### src/rtl/pps_pkg.sv
// shared types, constants and codes of the polygon plane splitter
package pps_pkg;

  localparam int PPS_MAX_POINTS  = 32;
  localparam int PPS_ADDR_W      = 5;
  localparam int PPS_DATA_W      = 32;
  localparam int PPS_T_BITS      = 28;
  localparam int PPS_DIV_CNT_W   = 5;
  localparam int PPS_EST_EXTRA   = 4;
  localparam int PPS_HARD_LIMIT  = 64;
  localparam logic signed [15:0] PPS_ONE_Q14 = 16'sd16384;

  localparam logic signed [15:0] PPS_RST_NORMAL_X = 16'sd0;
  localparam logic signed [15:0] PPS_RST_NORMAL_Y = 16'sd0;
  localparam logic signed [15:0] PPS_RST_NORMAL_Z = 16'sd16384;
  localparam logic signed [31:0] PPS_RST_OFFSET   = 32'sd0;
  localparam logic [20:0]        PPS_RST_MARGIN   = 21'd1638;

  typedef enum logic [2:0] {
    REG_NORMAL_X     = 3'd0,
    REG_NORMAL_Y     = 3'd1,
    REG_NORMAL_Z     = 3'd2,
    REG_PLANE_OFFSET = 3'd3,
    REG_MARGIN       = 3'd4
  } reg_idx_e;

  typedef enum logic [1:0] {
    SIDE_FRONT = 2'd0,
    SIDE_BACK  = 2'd1,
    SIDE_ON    = 2'd2
  } side_e;

  typedef enum logic [1:0] {
    STAT_OK       = 2'd0,
    STAT_ESTIMATE = 2'd1,
    STAT_HARD     = 2'd2,
    STAT_OVERFLOW = 2'd3
  } status_e;

  typedef struct packed {
    logic signed [15:0] normal_x;
    logic signed [15:0] normal_y;
    logic signed [15:0] normal_z;
    logic signed [31:0] plane_offset;
    logic [20:0]        margin;
  } cfg_t;

  typedef struct packed {
    logic signed [31:0] x;
    logic signed [31:0] y;
    logic signed [31:0] z;
    logic signed [33:0] sdist;
    side_e              side;
  } entry_t;

  typedef enum logic [4:0] {
    OP_NOP, OP_LOAD, OP_MUL_X, OP_MUL_Y, OP_MUL_Z, OP_SUM, OP_STORE,
    OP_RD_I, OP_RD_J, OP_LAT_J, OP_DIV_INIT, OP_DIV_STEP,
    OP_XMUL_LO, OP_XMUL_HI, OP_XSUM, OP_XFIN, OP_EMIT
  } dp_op_e;

  typedef struct packed {
    dp_op_e     op;
    logic [1:0] coord;
    logic       crossing;
    logic       to_front;
    logic       to_back;
    logic       last;
  } dp_cmd_t;

  typedef struct packed {
    logic  out_busy;
    logic  full;
    logic  front_zero;
    logic  back_zero;
    side_e cur_side;
    side_e nxt_side;
  } dp_stat_t;

  typedef enum logic [4:0] {
    S_IDLE, S_MULX, S_MULY, S_MULZ, S_SUM, S_STORE, S_RDI, S_RDJ, S_LATJ,
    S_EMITV, S_DIVI, S_DIV, S_XLO, S_XHI, S_XSUM, S_XFIN, S_EMITC
  } ctl_state_e;

endpackage

### src/rtl/pps_cfg.sv
// apb register bank holding the plane and margin
module pps_cfg (
  input  logic                         clk_i,
  input  logic                         rst_ni,
  input  logic                         psel,
  input  logic                         penable,
  input  logic                         pwrite,
  input  logic [pps_pkg::PPS_ADDR_W-1:0] paddr,
  input  logic [pps_pkg::PPS_DATA_W-1:0] pwdata,
  output logic [pps_pkg::PPS_DATA_W-1:0] prdata,
  output logic                         pready,
  output pps_pkg::cfg_t                cfg_o
);
  import pps_pkg::*;

  cfg_t     cfg_q;
  reg_idx_e idx;
  logic     wr_en;

  assign idx    = reg_idx_e'(paddr[PPS_ADDR_W-1:2]);
  assign wr_en  = psel && penable && pwrite;
  assign pready = 1'b1;
  assign cfg_o  = cfg_q;

  always_ff @(posedge clk_i or negedge rst_ni) begin
    if (!rst_ni) begin
      cfg_q.normal_x     <= PPS_RST_NORMAL_X;
      cfg_q.normal_y     <= PPS_RST_NORMAL_Y;
      cfg_q.normal_z     <= PPS_RST_NORMAL_Z;
      cfg_q.plane_offset <= PPS_RST_OFFSET;
      cfg_q.margin       <= PPS_RST_MARGIN;
    end else if (wr_en) begin
      unique case (idx)
        REG_NORMAL_X:     cfg_q.normal_x     <= pwdata[15:0];
        REG_NORMAL_Y:     cfg_q.normal_y     <= pwdata[15:0];
        REG_NORMAL_Z:     cfg_q.normal_z     <= pwdata[15:0];
        REG_PLANE_OFFSET: cfg_q.plane_offset <= pwdata;
        REG_MARGIN:       cfg_q.margin       <= pwdata[20:0];
        default: ;
      endcase
    end
  end

  always_comb begin
    unique case (idx)
      REG_NORMAL_X:     prdata = {16'b0, cfg_q.normal_x};
      REG_NORMAL_Y:     prdata = {16'b0, cfg_q.normal_y};
      REG_NORMAL_Z:     prdata = {16'b0, cfg_q.normal_z};
      REG_PLANE_OFFSET: prdata = cfg_q.plane_offset;
      REG_MARGIN:       prdata = {11'b0, cfg_q.margin};
      default:          prdata = '0;
    endcase
  end
endmodule

### config.mk
export PLATFORM = sky130hd
export DESIGN_NAME = pps_cfg
export DESIGN_NICKNAME = d
export VERILOG_FILES = /design/src/rtl/pps_pkg.sv /design/src/rtl/pps_cfg.sv
export SDC_FILE = /design/constraint.sdc
export NUM_CORES = 1
export LEC_CHECK = 0
export BUFFER_PORTS_ARGS = -buffer_cell sky130_fd_sc_hd__buf_2
export CAP_MARGIN = 20
export CORE_UTILIZATION = 25
export DETAILED_ROUTE_END_ITERATION = 10
export GPL_ROUTABILITY_DRIVEN = 0
export GPL_TIMING_DRIVEN = 0
export PLACE_DENSITY = 0.55
export SLEW_MARGIN = 5
export SYNTH_ARGS = -nofsm -noshare
export SYNTH_HDL_FRONTEND = slang
export SYNTH_SLANG_ARGS = --single-unit
export TNS_END_PERCENT = 20
### constraint.sdc
create_clock -name clk_i -period 2.6 [get_ports clk_i]
set_input_delay 0.39 -clock clk_i [delete_from_list [all_inputs] [get_ports clk_i]]
set_output_delay 0.39 -clock clk_i [all_outputs]
set_load 0.03 [all_outputs]
==> results of run 1 <==
power by group:
group	internal [W]	switching [W]
registers	0.00189	0.000230
clock network	0.000662	0.000653
logic	0.000599	0.00112
total	0.00316	0.00201
cell usage after synthesis, types with 2 or more instances:
cell type,number,share of area
mux2_4,10,0.033
clkbuf_1,8,0.0065
a22oi_1,15,0.024
and2b_1,2,0.0033
mux2_2,107,0.26
nand2_1,2,0.0016
nor2_1,3,0.0024
dfrtp_1,94,0.51
buf_4,3,0.0049
a22o_1,5,0.0095
o21ai_0,16,0.017
dfstp_2,7,0.040
and2_1,11,0.015
a32oi_1,16,0.030
buf_2,7,0.0076
buf_6,3,0.0073
logic make-up (layout without fill, tap and decap cells):
family / Yosys count / in the layout / share of synthesized area
other: 1 / 1 / 0.000813
muxes: 117 / 117 / 0.294
and+or+nand+nor: 25 / 25 / 0.0409
DFF: 101 / 101 / 0.550
AOI/OAI and AO/OA: 53 / 53 / 0.0835
buffers and inverters: 23 / 212 / 0.0315
worst max-delay path, delay by kind of cell:
kind	cells	cell delay, ps
AOI/OAI and AO/OA	2	280
and+or+nand+nor	1	410
buffers and inverters	4	980
stage by stage:
step | cells | TNS, ps | hold slack (ps) | utilization | worst slack (ps)
global placement | 721 | -2550 | 503 | 0.320 | -274
CTS | 738 | 0 | 15.2 | 0.337 | 8.05
global route | 738 | 0 | 26.5 | 0.338 | 29.6
detailed placement | 722 | -2970 | 403 | 0.321 | -311
finish | 738 | 0 | 6.58 | 0.338 | 151
floorplan | 320 | 0 | 94.4 | - | 337
worst paths after layout:
| check | from | end | cells after the start |
|---|---|---|---|
| max | paddr[3] | prdata[9] | 7 |
| min | rst_ni | cfg_o[34] | 1 |
| max reg2reg | cfg_o[53] | cfg_o[53] | 1 |
| min reg2reg | cfg_o[27] | cfg_o[27] | 1 |
| max in group asynchronous | rst_ni | cfg_o[1] | 2 |
| min in group clk_i | pwdata[22] | cfg_o[43] | 2 |
layout make-up:
cell class	instances	area [um^2]	area share
sequential	101	2540	0.416
multi-input combinational	196	1940	0.318
timing repair buffer	173	891	0.146
tap	229	287	0.0471
clock buffer	9	225	0.0370
buffer	22	151	0.0249
clock inverter	7	57.6	0.00945
inverter	1	3.75	0.000616
metal layers:
layer  global-route usage  up-vias
met5                    0        -
met4               0.0507        0
li1                     -     1563
met2                0.256      114
met3               0.0439       12
met1                0.199     1761
repair_timing:
action                     in CTS  in global routing
gates resized for setup         4                  7
gates cloned                    0                  0
setup endpoints to repair      11                 11
==> flow_metrics.tcl, run 1 <==
set metrics [dict create \
    drt_iter0_markers 147 \
    first_pass_iters 4 \
    area_growth_pct 32.0 \
    synth_area_um2 4610 \
    cp_common_cell "buf_2" \
    worstPathArrival_ps 2060 \
    largest_reg_flops 101 \
    antenna_found_initial 0 \
    ys_seq_elements 101 \
    period_share 0.942 \
    via_per_inst 4.67 \
    hold_class "in -> async" \
    wire_per_inst_um 19.5 \
    synth_edf_count 0 \
    p_per_area_nw_per_um2 848 \
    diodes 0 \
    numCtsBuffers 9 \
    ant_nets 0 \
    worstPathRequired_ps 2210 \
    cts_max_path_buffers 2 \
    slew-limit-headroom 0.505 \
    num_rows 49 \
    numPortBuffers 172 \
    synth.yosys.seq_area_share 0.550 \
    critPathKind "in -> out" \
    ioPinCount 176 \
    finalSetupViolCount 0 \
    worstSkewPairLatency_ps 340 \
    cts_sinks 101 \
    p_total_w 0.00516 \
    synth_cell_type_count 27 \
    slowest_delay_ps 410 \
    synthArstFlopShare 1.00 \
    root_buffer "clkbuf_16" \
    synthFlopType "dfrtp_1" \
    die_y_um 138 \
    crit_fanout 10 \
    vias 3450 \
    fin_nets 546 \
    cp_slowest_cell "nor2_2" \
    synth.avg_cell_area_um2 14.4 \
    grt_first_pass_wirelength_mm 21.5 \
    dp_hpwl_mm 10.3 \
    cts_setup_buffers 0 \
    drive_gt1_frac 0.664 \
    drv_cap 0 \
    yosysWarnings 0 \
    start_kind "primary input" \
    rrSetupSlack_ps 1820 \
    cts_hold_buffers 0 \
    worstPathCellList "buf_2 -> buf_2 -> nor2_2 -> clkbuf_2 -> a32oi_1 -> o21ai_0 -> buf_2" \
    wl_mm 14.4 \
    placed_area_um2 5790 \
    highest_layer "met4" \
    fin_crit_ps 2450 \
    overflow 0 \
    maxSlewViolCount 0 \
    fin_area_um2 6090 \
    drc 0 \
    die_w_um 138 \
    grt_pass1_vias 3519 \
    max_freq_mhz 408 \
    cp-end-kind "output port" \
    floorplan.initialDensity 0.256 \
    cts.clk_slew.worst_paths_ps 80 \
    dr_wl_met2_mm 6.85 \
    clock_skew_ps 0 \
    grt_setup_unrepaired "false" \
    hold_viol 0 \
    status "completed" \
    cts_tree "yes" \
    syn-num-nets 362 \
    grt_max_degree 64 \
    mostFrequentLayoutCell "buf_2" \
    die_area_um2 19000 \
    nFillCells 1819 \
    power_leakage_nw 3.05 \
    met3_wirelength_um 978 \
    grt_usage 0.157 \
    layout_common_cells "buf_2, mux2_2, dfrtp_1" \
    worst_pin_slew_ps 742 \
    cts_max_level 3 \
    ir_drop_v 0.000353 \
    met1_length_mm 6.41 \
    synthCells 320 \
    core_um2 18000 \
]
No activity file was read; power rests on OpenSTA's default activity.
==> inputs of run 2 (changes only) <==
==> constraint.sdc (replaced) <==
create_clock -name clk_i -period 2.89 [get_ports clk_i]
set_input_delay 0.4335 -clock clk_i [delete_from_list [all_inputs] [get_ports clk_i]]
set_output_delay 0.4335 -clock clk_i [all_outputs]
set_load 0.03 [all_outputs]
==> flow_metrics.tcl, run 2 (synthesis results as in run 1) <==
set metrics [dict create \
    die_y_um 138 \
    ir_drop_v 0.000316 \
    floorplan.initialDensity 0.256 \
    cts.clk_slew.worst_paths_ps 80 \
    worstPathRequired_ps 2460 \
    clock_skew_ps 0 \
    numCtsBuffers 9 \
    grtUsageMet2 0.254 \
    vias 3420 \
    largest_reg_flops 101 \
    ioPinCount 176 \
    worst-path-buf-inv 4 \
    first_pass_iters 4 \
    cp-end-kind "output port" \
    grt_pass1_vias 3502 \
    p_per_area_nw_per_um2 763 \
    status "completed" \
    drt_iter0_markers 137 \
    cp_common_cell "buf_2" \
    core_um2 18000 \
    fin_cells 738 \
    die_w_um 138 \
    met1_usage 0.200 \
    grt_max_degree 64 \
    slew-limit-headroom 0.500 \
    dp_hpwl_mm 10.3 \
    diodes 0 \
    cp_slowest_cell "nor2_1" \
    finalSetupViolCount 0 \
    grt_first_pass_wirelength_mm 21.4 \
    r2r_end "cfg_o[3]" \
    max_freq_mhz 364 \
    root_buffer "clkbuf_16" \
    crit_fanout 10 \
    cts_max_level 3 \
    cp.depth 7 \
    grt_setup_unrepaired "false" \
    setup_tns_ps 0 \
    fin_crit_ps 2740 \
    layout_common_cells "buf_2, mux2_2, dfrtp_1" \
    power_leakage_nw 3.05 \
    worstPathCellList "buf_2 -> buf_2 -> nor2_1 -> clkbuf_2 -> a32oi_1 -> o21ai_0 -> buf_2" \
    hold_viol 0 \
    dp_cells 722 \
    worstPathArrival_ps 2310 \
    r2r_start "cfg_o[3]" \
    critPathKind "in -> out" \
    wl_mm 14.3 \
    area_growth_pct 31.8 \
    die_area_um2 19000 \
    worstSkewPairLatency_ps 340 \
    maxSlewViolCount 0 \
    grtUsageMet3 0.0439 \
    crit_path_start "paddr[3]" \
    numPortBuffers 172 \
    drc 0 \
    worst_pin_slew_ps 746 \
    r2r_cells 1 \
    via_per_inst 4.63 \
    drv_cap 0 \
    fin_nets 546 \
    grt_usage 0.157 \
    period_share 0.949 \
    slowest_delay_ps 580 \
    cts_max_path_buffers 2 \
    cts_hold_buffers 0 \
    overflow 0 \
    cp_top_family "buffers and inverters" \
    cts_sinks 101 \
    ant_nets 0 \
    crit_end "prdata[9]" \
    antenna_found_initial 0 \
    mostFrequentLayoutCell "buf_2" \
    drive_gt1_frac 0.658 \
    rrSetupSlack_ps 2100 \
    start_kind "primary input" \
    timing.hold.ws_ps 48.4 \
    cts_tree "yes" \
    grt_most_used_layer "met2" \
    wire_per_inst_um 19.4 \
    num_rows 49 \
    hold_class "in -> async" \
]
[run 2: per-layer routing]
layer  vias up  part of all wire  wire [um]
li1       1564                 -          -
met1      1720              0.44       6290
met2       124              0.48       6820
met3        12             0.073       1040
met4         0             0.012        170
met5         -                 0          0
[run 2: timing repair]
item,in CTS,in global routing
buffers inserted,0,0
setup endpoints to repair,10,10
gates resized for setup,1,3
[run 2: area by class of cell]
cell class / instances / area, um^2
Fill cell: 1819 / 11900
Sequential cell: 101 / 2540
Multi-Input combinational cell: 196 / 1940
Timing Repair Buffer: 173 / 891
Tap cell: 229 / 287
Clock buffer: 9 / 225
Buffer: 22 / 144
Clock inverter: 7 / 57.6
Inverter: 1 / 3.75
[run 2: worst min-delay path by stage]
stage | end | cells past startpoint | slack (ps) | startpoint
finish | cfg_o[34] | 1 | 50 | rst_ni
global route | cfg_o[34] | 1 | 70 | rst_ni
CTS | cfg_o[34] | 1 | 60 | rst_ni
detailed placement | cfg_o[34] | 1 | 450 | rst_ni
global placement | cfg_o[30] | 1 | 500 | cfg_o[30]
floorplan | cfg_o[0] | 0 | 140 | rst_ni
[run 2: where the power goes]
| group | switching, W | total [W] | leakage, nW | internal [W] |
|---|---|---|---|---|
| Combinational | 0.00101 | 0.00155 | 1.64 | 0.000538 |
| Clock | 0.000584 | 0.00118 | 0.129 | 0.000596 |
| Sequential | 0.000207 | 0.00191 | 1.27 | 0.00170 |
[run 2: through the flow]
stage / cell area, um^2 / utilization / power, W / setup WS [ps]
4_1_cts: 6080 / 0.337 / 0.00471 / 33.4
5_1_grt: 6080 / 0.337 / 0.00489 / 36.9
3_5_place_dp: 5790 / 0.321 / 0.00351 / -108
3_3_place_gp: 5760 / 0.320 / 0.00347 / -71.0
2_1_floorplan: 4610 / - / 0.00295 / 540
6_report: 6080 / 0.337 / 0.00464 / 146
