### src/rtl/pps_pkg.sv
// shared types, constants and codes of the polygon plane splitter
package pps_pkg;

  localparam int PPS_MAX_POINTS  = 32;
  localparam int PPS_ADDR_W      = 5;
  localparam int PPS_DATA_W      = 32;
  localparam int PPS_T_BITS      = 28;
  localparam int PPS_DIV_CNT_W   = 5;
  localparam int PPS_EST_EXTRA   = 4;
  localparam int PPS_HARD_LIMIT  = 64;
  localparam logic signed [15:0] PPS_ONE_Q14 = 16'sd16384;

  localparam logic signed [15:0] PPS_RST_NORMAL_X = 16'sd0;
  localparam logic signed [15:0] PPS_RST_NORMAL_Y = 16'sd0;
  localparam logic signed [15:0] PPS_RST_NORMAL_Z = 16'sd16384;
  localparam logic signed [31:0] PPS_RST_OFFSET   = 32'sd0;
  localparam logic [20:0]        PPS_RST_MARGIN   = 21'd1638;

  typedef enum logic [2:0] {
    REG_NORMAL_X     = 3'd0,
    REG_NORMAL_Y     = 3'd1,
    REG_NORMAL_Z     = 3'd2,
    REG_PLANE_OFFSET = 3'd3,
    REG_MARGIN       = 3'd4
  } reg_idx_e;

  typedef enum logic [1:0] {
    SIDE_FRONT = 2'd0,
    SIDE_BACK  = 2'd1,
    SIDE_ON    = 2'd2
  } side_e;

  typedef enum logic [1:0] {
    STAT_OK       = 2'd0,
    STAT_ESTIMATE = 2'd1,
    STAT_HARD     = 2'd2,
    STAT_OVERFLOW = 2'd3
  } status_e;

  typedef struct packed {
    logic signed [15:0] normal_x;
    logic signed [15:0] normal_y;
    logic signed [15:0] normal_z;
    logic signed [31:0] plane_offset;
    logic [20:0]        margin;
  } cfg_t;

  typedef struct packed {
    logic signed [31:0] x;
    logic signed [31:0] y;
    logic signed [31:0] z;
    logic signed [33:0] sdist;
    side_e              side;
  } entry_t;

  typedef enum logic [4:0] {
    OP_NOP, OP_LOAD, OP_MUL_X, OP_MUL_Y, OP_MUL_Z, OP_SUM, OP_STORE,
    OP_RD_I, OP_RD_J, OP_LAT_J, OP_DIV_INIT, OP_DIV_STEP,
    OP_XMUL_LO, OP_XMUL_HI, OP_XSUM, OP_XFIN, OP_EMIT
  } dp_op_e;

  typedef struct packed {
    dp_op_e     op;
    logic [1:0] coord;
    logic       crossing;
    logic       to_front;
    logic       to_back;
    logic       last;
  } dp_cmd_t;

  typedef struct packed {
    logic  out_busy;
    logic  full;
    logic  front_zero;
    logic  back_zero;
    side_e cur_side;
    side_e nxt_side;
  } dp_stat_t;

  typedef enum logic [4:0] {
    S_IDLE, S_MULX, S_MULY, S_MULZ, S_SUM, S_STORE, S_RDI, S_RDJ, S_LATJ,
    S_EMITV, S_DIVI, S_DIV, S_XLO, S_XHI, S_XSUM, S_XFIN, S_EMITC
  } ctl_state_e;

endpackage

### src/rtl/pps_ctrl.sv
// sequencer for loading, classing and the split walk
module pps_ctrl #(
  parameter int MAX_POINTS = pps_pkg::PPS_MAX_POINTS,
  parameter int IDX_W      = $clog2(MAX_POINTS),
  parameter int CNT_W      = $clog2(MAX_POINTS + 1)
) (
  input  logic               clk_i,
  input  logic               rst_ni,
  input  logic               vtx_valid_i,
  input  logic               vtx_last_i,
  output logic               vtx_ready_o,
  input  pps_pkg::dp_stat_t  stat_i,
  input  logic [CNT_W-1:0]   count_i,
  output pps_pkg::dp_cmd_t   cmd_o,
  output logic [IDX_W-1:0]   addr_o
);
  import pps_pkg::*;

  ctl_state_e               state_q, state_d;
  logic [IDX_W-1:0]         idx_q, idx_d;
  logic [PPS_DIV_CNT_W-1:0] dcnt_q, dcnt_d;
  logic [1:0]               coord_q, coord_d;
  logic                     last_q, last_d;

  logic             trivial, is_cross, at_end;
  logic [IDX_W-1:0] jdx;

  always_comb begin
    trivial  = stat_i.front_zero || stat_i.back_zero;
    at_end   = (CNT_W'(idx_q) + 1'b1 == count_i);
    jdx      = at_end ? '0 : IDX_W'(idx_q + 1'b1);
    is_cross = !trivial && stat_i.cur_side != SIDE_ON && stat_i.nxt_side != SIDE_ON &&
               stat_i.cur_side != stat_i.nxt_side;
  end

  always_ff @(posedge clk_i or negedge rst_ni) begin
    if (!rst_ni) begin
      state_q <= S_IDLE;
      idx_q   <= '0;
      dcnt_q  <= '0;
      coord_q <= '0;
      last_q  <= 1'b0;
    end else begin
      state_q <= state_d;
      idx_q   <= idx_d;
      dcnt_q  <= dcnt_d;
      coord_q <= coord_d;
      last_q  <= last_d;
    end
  end

  always_comb begin
    state_d     = state_q;
    idx_d       = idx_q;
    dcnt_d      = dcnt_q;
    coord_d     = coord_q;
    last_d      = last_q;
    vtx_ready_o = 1'b0;
    addr_o      = idx_q;
    cmd_o       = '{op: OP_NOP, coord: coord_q, crossing: 1'b0, to_front: 1'b0,
                    to_back: 1'b0, last: 1'b0};
    unique case (state_q)
      S_IDLE: begin
        vtx_ready_o = 1'b1;
        if (vtx_valid_i) begin
          cmd_o.op = OP_LOAD;
          last_d   = vtx_last_i;
          idx_d    = '0;
          if (!stat_i.full) begin
            state_d = S_MULX;
          end else if (vtx_last_i) begin
            state_d = S_RDI;
          end
        end
      end
      S_MULX: begin cmd_o.op = OP_MUL_X; state_d = S_MULY; end
      S_MULY: begin cmd_o.op = OP_MUL_Y; state_d = S_MULZ; end
      S_MULZ: begin cmd_o.op = OP_MUL_Z; state_d = S_SUM; end
      S_SUM:  begin cmd_o.op = OP_SUM; state_d = S_STORE; end
      S_STORE: begin
        cmd_o.op = OP_STORE;
        state_d  = last_q ? S_RDI : S_IDLE;
      end
      S_RDI: begin cmd_o.op = OP_RD_I; state_d = S_RDJ; end
      S_RDJ: begin
        cmd_o.op = OP_RD_J;
        addr_o   = jdx;
        state_d  = S_LATJ;
      end
      S_LATJ: begin cmd_o.op = OP_LAT_J; state_d = S_EMITV; end
      S_EMITV: begin
        if (trivial) begin
          cmd_o.to_front = !stat_i.front_zero;
          cmd_o.to_back  = stat_i.front_zero;
        end else begin
          cmd_o.to_front = (stat_i.cur_side != SIDE_BACK);
          cmd_o.to_back  = (stat_i.cur_side != SIDE_FRONT);
        end
        cmd_o.last = at_end && !is_cross;
        if (!stat_i.out_busy) begin
          cmd_o.op = OP_EMIT;
          if (is_cross) begin
            state_d = S_DIVI;
          end else if (at_end) begin
            state_d = S_IDLE;
          end else begin
            idx_d   = IDX_W'(idx_q + 1'b1);
            state_d = S_RDI;
          end
        end
      end
      S_DIVI: begin
        cmd_o.op = OP_DIV_INIT;
        dcnt_d   = '0;
        state_d  = S_DIV;
      end
      S_DIV: begin
        cmd_o.op = OP_DIV_STEP;
        dcnt_d   = dcnt_q + 1'b1;
        if (dcnt_q == PPS_DIV_CNT_W'(PPS_T_BITS - 1)) begin
          coord_d = '0;
          state_d = S_XLO;
        end
      end
      S_XLO:  begin cmd_o.op = OP_XMUL_LO; state_d = S_XHI; end
      S_XHI:  begin cmd_o.op = OP_XMUL_HI; state_d = S_XSUM; end
      S_XSUM: begin cmd_o.op = OP_XSUM; state_d = S_XFIN; end
      S_XFIN: begin
        cmd_o.op = OP_XFIN;
        if (coord_q == 2'd2) begin
          state_d = S_EMITC;
        end else begin
          coord_d = coord_q + 1'b1;
          state_d = S_XLO;
        end
      end
      S_EMITC: begin
        cmd_o.crossing = 1'b1;
        cmd_o.to_front = 1'b1;
        cmd_o.to_back  = 1'b1;
        cmd_o.last     = at_end;
        if (!stat_i.out_busy) begin
          cmd_o.op = OP_EMIT;
          if (at_end) begin
            state_d = S_IDLE;
          end else begin
            idx_d   = IDX_W'(idx_q + 1'b1);
            state_d = S_RDI;
          end
        end
      end
      default: state_d = S_IDLE;
    endcase
  end

  a_emit_not_busy: assert property (@(posedge clk_i) disable iff (!rst_ni)
    cmd_o.op == OP_EMIT |-> !stat_i.out_busy)
    else $error("result written while previous one still waits");

  a_load_goes_mul: assert property (@(posedge clk_i) disable iff (!rst_ni)
    (vtx_valid_i && vtx_ready_o && !stat_i.full) |=> state_q == S_MULX)
    else $error("accepted vertex not sent to distance unit");

  a_idx_in_range: assert property (@(posedge clk_i) disable iff (!rst_ni)
    (state_q == S_EMITV || state_q == S_EMITC) |-> CNT_W'(idx_q) < count_i)
    else $error("split index beyond stored vertices");

  a_cross_only_split: assert property (@(posedge clk_i) disable iff (!rst_ni)
    state_q == S_DIVI |-> !trivial)
    else $error("crossing started on a one-sided polygon");
endmodule

### config.mk
export PLATFORM = sky130hd
export DESIGN_NAME = pps_ctrl
export DESIGN_NICKNAME = d
export VERILOG_FILES = /design/src/rtl/pps_pkg.sv /design/src/rtl/pps_ctrl.sv
export SDC_FILE = /design/constraint.sdc
export NUM_CORES = 1
export LEC_CHECK = 0
export ABC_AREA = 1
export BUFFER_PORTS_ARGS = -buffer_cell sky130_fd_sc_hd__buf_2
export CAP_MARGIN = 20
export CORE_AREA = 2 2 58 60
export CTS_CLUSTER_DIAMETER = 50
export DETAILED_ROUTE_END_ITERATION = 8
export DIE_AREA = 0 0 60 62
export PLACE_DENSITY_LB_ADDON = 0.25
export SYNTH_ARGS = -nofsm -noshare
export SYNTH_HDL_FRONTEND = slang
export SYNTH_SLANG_ARGS = --single-unit
### constraint.sdc
create_clock -name clk_i -period 1.9 [get_ports clk_i]
set_clock_uncertainty 0.1 [all_clocks]
set_input_delay 0.285 -clock clk_i [delete_from_list [all_inputs] [get_ports clk_i]]
set_output_delay 0.285 -clock clk_i [all_outputs]
set_load 0.03 [all_outputs]
==> results.sh, run 1 <==
export IMPL_grt_pass1_wl_mm=8.935
export IMPL_dpl_hpwl_mm=3.513
export IMPL_start_kind="flip-flop"
export IMPL_synthSimpleGateAreaFrac_pct=43.88
export IMPL_end_kind="output pin"
export IMPL_cts_sinks=18
export IMPL_grt_pass1_vias=1899
export IMPL_die_y_um=62
export IMPL_power_frac_seq_pct=17.6
export IMPL_drtPass1Iterations=6
export IMPL_avgSynthCellArea_um2=6.548
export IMPL_path_max_fanout=8
export IMPL_remaining_drc_errors=0
export IMPL_hold_path_class="primary input to flip-flop"
export IMPL_relSlewSlack_pct=70.02
export IMPL_synth_common_cells="62 x nand2_1, 35 x inv_1, 25 x nor2_1, 23 x nand3_1, 18 x dfrtp_1"
export IMPL_power_mw=3.471
export IMPL_synth_xor_area_share_pct=0
export IMPL_max_stage_delay_ps=430
export IMPL_cts_buffer_depth=2
export IMPL_syn2layout_area_growth_pct=75.83
export IMPL_start_util_pct=52.11
export IMPL_antenna_cells=0
export IMPL_synth_ff_type="dfrtp_1"
export IMPL_yosys_cell_types_count=33
export IMPL_synth_edf_count=0
export IMPL_fmax_mhz=381.3
export IMPL_drtIter0Drc=393
export IMPL_worstMarginPinSlew_ps=449.6
export IMPL_period_needed_ps=2623
export IMPL_violations="setup timing"
export IMPL_grt_overflow=0
export IMPL_syn_inst=253
export IMPL_root_buffer="clkbuf_4"
export IMPL_drive_gt1_share_pct=54.99
export IMPL_powerDensity_mw_per_mm2=1192
export IMPL_die_x_um=60
export IMPL_p_leak_nw=1.434
export IMPL_power_switching_mw=1.841
export IMPL_ys_seq_area_share_pct=27.19
export IMPL_synthMuxAreaShare_pct=0
export IMPL_rows=21
export IMPL_cap_viol_max_count=0
export IMPL_pwr_share_comb_pct=74.7
export IMPL_numPortBuffers=34
export IMPL_fin_util_pct=91.62
export IMPL_cts_tree="built"
export IMPL_worstPathCellList="buf_6 > nand3_1 > nand2_1 > nand2_2 > nand2_1 > nand2_1 > nor2_1 > nand3_2 > buf_4 > nor2_2 > buf_6"
export IMPL_coreArea_mm2=0.003179
export IMPL_finalWorstSetupSlack_ps=-722.7
export IMPL_synth_area_mm2=0.001657
export IMPL_h_tree_depth=1
export IMPL_clkLatencyLatePin_ps=340
export IMPL_swShare_pct=53.04
export IMPL_grt_antenna_before_repair=0
export IMPL_grt_start_max_net_pins=19
export IMPL_drv_slew=0
export IMPL_rsz0062_at_grt="true"
export IMPL_yosysTopAreaCellShare_pct=27.19
export IMPL_p_int_mw=1.630
export IMPL_setup_viol=28
export IMPL_synth_async_reset_ratio_pct=100.0
export IMPL_synth_warnings=0
export IMPL_path_class="flip-flop to output pin"
export IMPL_yosysMostFrequentCell="nand2_1"
export IMPL_grt_util_all_layers_pct=32.97
export IMPL_max_vdd_ir_drop_uv=1352
export IMPL_clk_pin_slew_worst_paths_ps=140
export IMPL_power_frac_clock_pct=7.8
export IMPL_path_common_cell="nand2_1"
export IMPL_nNetsFinal=373
export IMPL_synth_seq_cells=18
export IMPL_synth_top_family_by_area="simple AND/OR/NAND/NOR gates"
export IMPL_hold_viol=0
export IMPL_num_io_pins=35
export IMPL_fin_crit_sh_pct=138.0
export IMPL_syn_nets=274
export IMPL_gp_congestion=0.9215
export IMPL_outcome="complete, but fails checks"
export IMPL_critPathRequiredTime_ps=1510
export IMPL_yosys_area_top_type="dfrtp_1"
export IMPL_ant_nets=0
export IMPL_ys_top_cells_by_area="dfrtp_1 27%, nand2_1 14%, inv_1 7.9%"
export IMPL_worstPathArrival_ps=2240
export IMPL_wire_per_inst_um=22.98
export IMPL_synth_compound_area_share_pct=15.63
export IMPL_slowest_stage="dfrtp_1"
export IMPL_vias=2630
export IMPL_routed_wl_mm=9.125
export IMPL_die_area_mm2=0.003720
export IMPL_cts_buffers_inserted=3
export IMPL_vias_per_cell=6.625
export IMPL_synthAdderAreaFrac_pct=2.266
cell families after synthesis:
group	Yosys count
and+or+nand+nor	147
adders and majority gates	3
AOI/OAI and AO/OA	41
DFF	18
buffers and inverters	44
worst paths after layout:
path,startpoint,end,slack [ps],cells past startpoint
setup / recovery,idx_q[0],cmd_o[0],-720,11
hold / removal,vtx_last_i,last_q,190,3
hold reg to reg,dcnt_q[0],dcnt_q[0],460,2
max in group asynchronous,rst_ni,idx_q[2],1000,2
setup reg to reg,state_q[4],dcnt_q[3],-170,10
min in group asynchronous,rst_ni,last_q,330,2
area by class of cell:
class | instances | area, um2
Timing Repair Buffer | 98 | 803.3
Tap cell | 46 | 57.56
Clock buffer | 4 | 36.28
Multi-Input combinational cell | 191 | 1400
Fill cell | 97 | 266.5
Inverter | 40 | 157.7
Sequential cell | 18 | 457.9
power by group through the flow:
| stage | Clock (mW) | Combinational (mW) | Sequential (mW) |
|---|---|---|---|
| after global placement | 0 | 1.37 | 0.567 |
| after global routing | 0.273 | 2.64 | 0.602 |
| after CTS | 0.257 | 1.89 | 0.577 |
| after floorplan | 0 | 1.07 | 0.545 |
| after detailed placement | 0 | 1.39 | 0.569 |
| final | 0.270 | 2.59 | 0.610 |
per-layer routing:
metal	global-route usage (%)	share of wire, %
met1	40.52	33
met2	55.90	45
met3	6.211	13
met4	15.87	9.4
met5	0	0
sequential cells by signal, summed over array words and instances, names as in the netlist:
register / flops
dcnt_q: 5
coord_q: 2
last_q: 1
idx_q: 5
state_q: 5
critical path, delay by kind of cell (launching register included):
| family | cells | cell delay (ps) |
|---|---|---|
| buf+inv | 3 | 510 |
| flops | 1 | 430 |
| simple gates | 8 | 980 |
what timing repair did:
| item | 4_1_cts | 5_1_grt |
|---|---|---|
| endpoints found under the setup margin | 15 | 26 |
| endpoints found under the hold margin | 18 | 0 |
| pin swaps | 14 | 30 |
| buffers inserted | 22 | 19 |
| gates resized for setup | 59 | 65 |
| hold buffers | 1 | 0 |
layout by cell type (no fill, tap or decap), types with 10 or more instances in the layout:
cell | synthesis | layout
buf_4 | 0 | 48
nand2_1 | 62 | 47
buf_6 | 2 | 30
inv_1 | 35 | 27
nor2_1 | 25 | 19
buf_2 | 2 | 19
nand2_2 | 8 | 16
nand3_1 | 23 | 16
dfrtp_1 | 18 | 12
nand2_4 | 4 | 11
inv_2 | 5 | 10
through the flow:
stage / std cells / TNS, ps / worst slack, ps / instance area (um2) / hold WS, ps
after floorplan: 253 / -55.57 / -20.74 / 1765 / -110.6
after global placement: 353 / -458.3 / -90.86 / 2141 / 134.7
after detailed placement: 353 / -757.4 / -140.6 / 2141 / 139.0
after CTS: 380 / -3277 / -462.3 / 2554 / 120.5
after global routing: 397 / -7727 / -771.2 / 2913 / 212.6
final: 397 / -6578 / -722.7 / 2913 / 187.6
No activity file was read; power rests on OpenSTA's default activity.
==> run 2: changes to the inputs <==
--- a/config.mk
+++ b/config.mk
@@ -6,12 +6,12 @@
 export NUM_CORES = 1
 export LEC_CHECK = 0
 export ABC_AREA = 1
-export BUFFER_PORTS_ARGS = -buffer_cell sky130_fd_sc_hd__buf_2
 export CAP_MARGIN = 20
-export CORE_AREA = 2 2 58 60
+export CORE_AREA = 2 2 55 57
 export CTS_CLUSTER_DIAMETER = 50
 export DETAILED_ROUTE_END_ITERATION = 8
-export DIE_AREA = 0 0 60 62
+export DIE_AREA = 0 0 57 59
+export DONT_BUFFER_PORTS = 1
 export PLACE_DENSITY_LB_ADDON = 0.25
 export SYNTH_ARGS = -nofsm -noshare
 export SYNTH_HDL_FRONTEND = slang
==> results.sh, run 2 <==
export IMPL_outcome="did not finish"
export IMPL_synth_seq_cells=18
export IMPL_avgSynthCellArea_um2=6.548
export IMPL_die_y_um=59
export IMPL_grt_start_max_net_pins=19
export IMPL_num_io_pins=35
export IMPL_root_buffer="clkbuf_4"
export IMPL_synth_common_cells="62 x nand2_1, 35 x inv_1, 25 x nor2_1, 23 x nand3_1, 18 x dfrtp_1"
export IMPL_synth_area_mm2=0.001657
export IMPL_yosysMostFrequentCell="nand2_1"
export IMPL_syn_inst=253
export IMPL_synth_ff_type="dfrtp_1"
export IMPL_synth_async_reset_ratio_pct=100.0
export IMPL_error="[ERROR DPL-0033] detailed placement checks failed during check placement."
export IMPL_cts_buffers_inserted=3
export IMPL_yosysTopAreaCellShare_pct=27.19
export IMPL_gp_congestion=0.9480
export IMPL_start_util_pct=61.13
export IMPL_grt_antenna_before_repair=0
export IMPL_syn_nets=274
export IMPL_numPortBuffers=0
export IMPL_cts_buffer_depth=2
export IMPL_yosys_area_top_type="dfrtp_1"
export IMPL_rows=19
export IMPL_ys_top_cells_by_area="dfrtp_1 27%, nand2_1 14%, inv_1 7.9%"
export IMPL_ys_seq_area_share_pct=27.19
export IMPL_synth_warnings=0
export IMPL_worst_endpoint_kind="top-level output"
export IMPL_synth_edf_count=0
export IMPL_yosys_cell_types_count=33
export IMPL_haltStage="5_1_grt"
export IMPL_die_x_um=57
export IMPL_dpl_hpwl_mm=3.640
export IMPL_postGrtWorstEndpoint="addr_o[4]"
export IMPL_cts_sinks=18
export IMPL_h_tree_depth=1
==> run 2: cell families after synthesis <==
kind of cell / synth area share [%]
and+or+nand+nor: 43.88
buffers and inverters: 11.03
AOI/OAI and AO/OA: 15.63
DFF: 27.19
adders and majority gates: 2.266
==> run 2: metrics by stage <==
stage | worst slack, ps | TNS [ps] | cell area, um2 | utilization [%] | cells
floorplan | -20.74 | -55.57 | 1765 | - | 253
global placement | 7.022 | 0 | 2004 | 73.96 | 311
detailed placement | -53.45 | -219.7 | 2004 | 73.96 | 311
CTS | -389.6 | -2459 | 2340 | 86.33 | 335
==> run 2: what timing repair did <==
action | in CTS
pin swaps | 12
resized for setup | 39
hold buffers | 1
setup endpoints to repair | 14
endpoints found under the hold margin | 18
gates cloned | 0
buffers inserted | 20
==> run 3: changes to the inputs <==
--- a/config.mk
+++ b/config.mk
@@ -7,12 +7,11 @@
 export LEC_CHECK = 0
 export ABC_AREA = 1
 export CAP_MARGIN = 20
-export CORE_AREA = 2 2 55 57
-export CTS_CLUSTER_DIAMETER = 50
+export CORE_AREA = 2 2 68 70
 export DETAILED_ROUTE_END_ITERATION = 8
-export DIE_AREA = 0 0 57 59
+export DIE_AREA = 0 0 70 72
 export DONT_BUFFER_PORTS = 1
-export PLACE_DENSITY_LB_ADDON = 0.25
+export PLACE_DENSITY_LB_ADDON = 0.15
 export SYNTH_ARGS = -nofsm -noshare
 export SYNTH_HDL_FRONTEND = slang
 export SYNTH_SLANG_ARGS = --single-unit
==> results.sh, run 3 (synthesis gave the netlist of run 1 again) <==
export IMPL_grt_pass1_wl_mm=8.086
export IMPL_min_to="last_q"
export IMPL_power_frac_seq_pct=19.6
export IMPL_gp_congestion=0.8955
export IMPL_hold_viol=0
export IMPL_finalWorstSetupSlack_ps=-272.5
export IMPL_dpl_hpwl_mm=3.668
export IMPL_rsz0062_at_grt="true"
export IMPL_cts_tree="built"
export IMPL_setup_viol=11
export IMPL_worstMarginPinSlew_ps=819.8
export IMPL_drv_slew=0
export IMPL_r2r_start="state_q[4]"
export IMPL_clk_pin_slew_worst_paths_ps=70
export IMPL_cts_sinks=18
export IMPL_nNetsFinal=342
export IMPL_timing_rr_end="state_q[2]"
export IMPL_hold_path_depth=2
export IMPL_remaining_drc_errors=0
export IMPL_power_switching_mw=1.534
export IMPL_die_area_mm2=0.005040
export IMPL_layout_common_cells="54 x nand2_1, 48 x buf_4, 28 x inv_1"
export IMPL_drtIter0Drc=62
export IMPL_drtPass1Iterations=4
export IMPL_num_io_pins=35
export IMPL_syn2layout_area_growth_pct=61.40
export IMPL_cts_buffers_inserted=3
export IMPL_grt_antenna_before_repair=0
export IMPL_pwr_share_comb_pct=70.3
export IMPL_p_int_mw=1.607
export IMPL_p_leak_nw=1.281
export IMPL_violations="setup timing"
export IMPL_antenna_cells=0
export IMPL_largestRegisters="dcnt_q (5), idx_q (5), state_q (5)"
export IMPL_swShare_pct=48.85
export IMPL_drive_gt1_share_pct=47.19
export IMPL_timing_reg2reg_setup_slack_ps=10
export IMPL_end_kind="output pin"
export IMPL_hold_path_class="primary input to flip-flop"
export IMPL_coreArea_mm2=0.004264
export IMPL_max_vdd_ir_drop_uv=1126
export IMPL_setup_worst_path_start="idx_q[1]"
export IMPL_fin_crit_sh_pct=114.3
export IMPL_period_needed_ps=2172
export IMPL_routed_wl_mm=5.395
export IMPL_grt_util_all_layers_pct=19.55
export IMPL_ant_nets=0
export IMPL_grt_pass1_vias=1814
export IMPL_holdWs_ps=113.1
export IMPL_reg2regPathDepth=12
export IMPL_power_frac_clock_pct=10.0
export IMPL_relSlewSlack_pct=45.16
export IMPL_root_buffer="clkbuf_8"
export IMPL_worstPathArrival_ps=1790
export IMPL_grt_overflow=0
export IMPL_start_kind="flip-flop"
export IMPL_hp_start="vtx_last_i"
export IMPL_path_class="flip-flop to output pin"
export IMPL_finalSetupTns_ps=-1701
export IMPL_clkLatencyLatePin_ps=250
export IMPL_critPathRequiredTime_ps=1510
export IMPL_outcome="complete, but fails checks"
export IMPL_cts_buffer_depth=2
export IMPL_vias_per_cell=5.325
export IMPL_start_util_pct=38.85
export IMPL_numPortBuffers=0
export IMPL_powerDensity_mw_per_mm2=1175
export IMPL_fmax_mhz=460.3
export IMPL_rows=24
export IMPL_path_max_fanout=5
export IMPL_cap_viol_max_count=0
export IMPL_wire_per_inst_um=14.50
export IMPL_die_x_um=70
export IMPL_h_tree_depth=1
export IMPL_die_y_um=72
export IMPL_final_common_cell="nand2_1"
export IMPL_grt_start_max_net_pins=19
export IMPL_vias=1981
[run 3: critical path, stage by stage, from the launching register on]
cell,delay (ps)
dfrtp_1,410
ha_4,290
inv_2,40
nand2_2,60
nand2_2,50
nor2_2,70
nand3_1,70
nor2_1,110
nand3_2,130
nand2_4,180
o22ai_4,140
[run 3: timing repair]
action                                  in CTS  in global routing
buffers inserted                            17                 11
hold endpoints to repair                    18                  0
endpoints found under the setup margin      13                 23
hold buffers                                 1                  0
pin swaps                                   10                 17
gates resized for setup                     40                 36
[run 3: cell type report]
| cell class | instances | area [um2] |
|---|---|---|
| sequential | 18 | 455.4 |
| fill | 363 | 1590 |
| clock buffer | 4 | 55.05 |
| inverter | 40 | 157.7 |
| multi-input combinational | 191 | 1346 |
| tap | 52 | 65.06 |
| timing repair buffer | 67 | 594.3 |
[run 3: metal layers]
metal | track usage [%] | vias to the layer above | share of wire [%]
met5 | 0 | - | 0
met4 | 5.556 | 0 | 3.7
met3 | 1.806 | 20 | 4.4
met2 | 32.06 | 59 | 48
met1 | 27.67 | 927 | 44
li1 | - | 975 | -
[run 3: power groups by stage]
| stage | logic, mW | registers [mW] | clock network (mW) |
|---|---|---|---|
| 2_1_floorplan | 1.07 | 0.545 | 0 |
| 3_3_place_gp | 1.48 | 0.576 | 0 |
| 3_5_place_dp | 1.49 | 0.575 | 0 |
| 4_1_cts | 1.78 | 0.608 | 0.317 |
| 5_1_grt | 2.35 | 0.620 | 0.331 |
| 6_report | 2.21 | 0.617 | 0.315 |
[run 3: how the worst max path moves through the flow]
stage,cells past startpoint,slack (ps),end
after detailed placement,10,-50,addr_o[3]
after floorplan,9,-20,cmd_o[0]
after global placement,10,-10,addr_o[3]
after global routing,10,-410,addr_o[4]
final,10,-270,addr_o[3]
after CTS,10,-310,addr_o[3]
[run 3: per-stage QoR]
step	cells	instance area (um2)	utilization (%)	worst slack, ps	total power [mW]
after floorplan	253	1765	-	-20.74	1.612
after global placement	340	2116	49.62	-13.27	2.053
after detailed placement	340	2116	49.62	-48.48	2.063
after CTS	361	2439	57.19	-310.3	2.708
after global routing	372	2674	62.71	-406.4	3.302
final	372	2674	62.71	-272.5	3.141
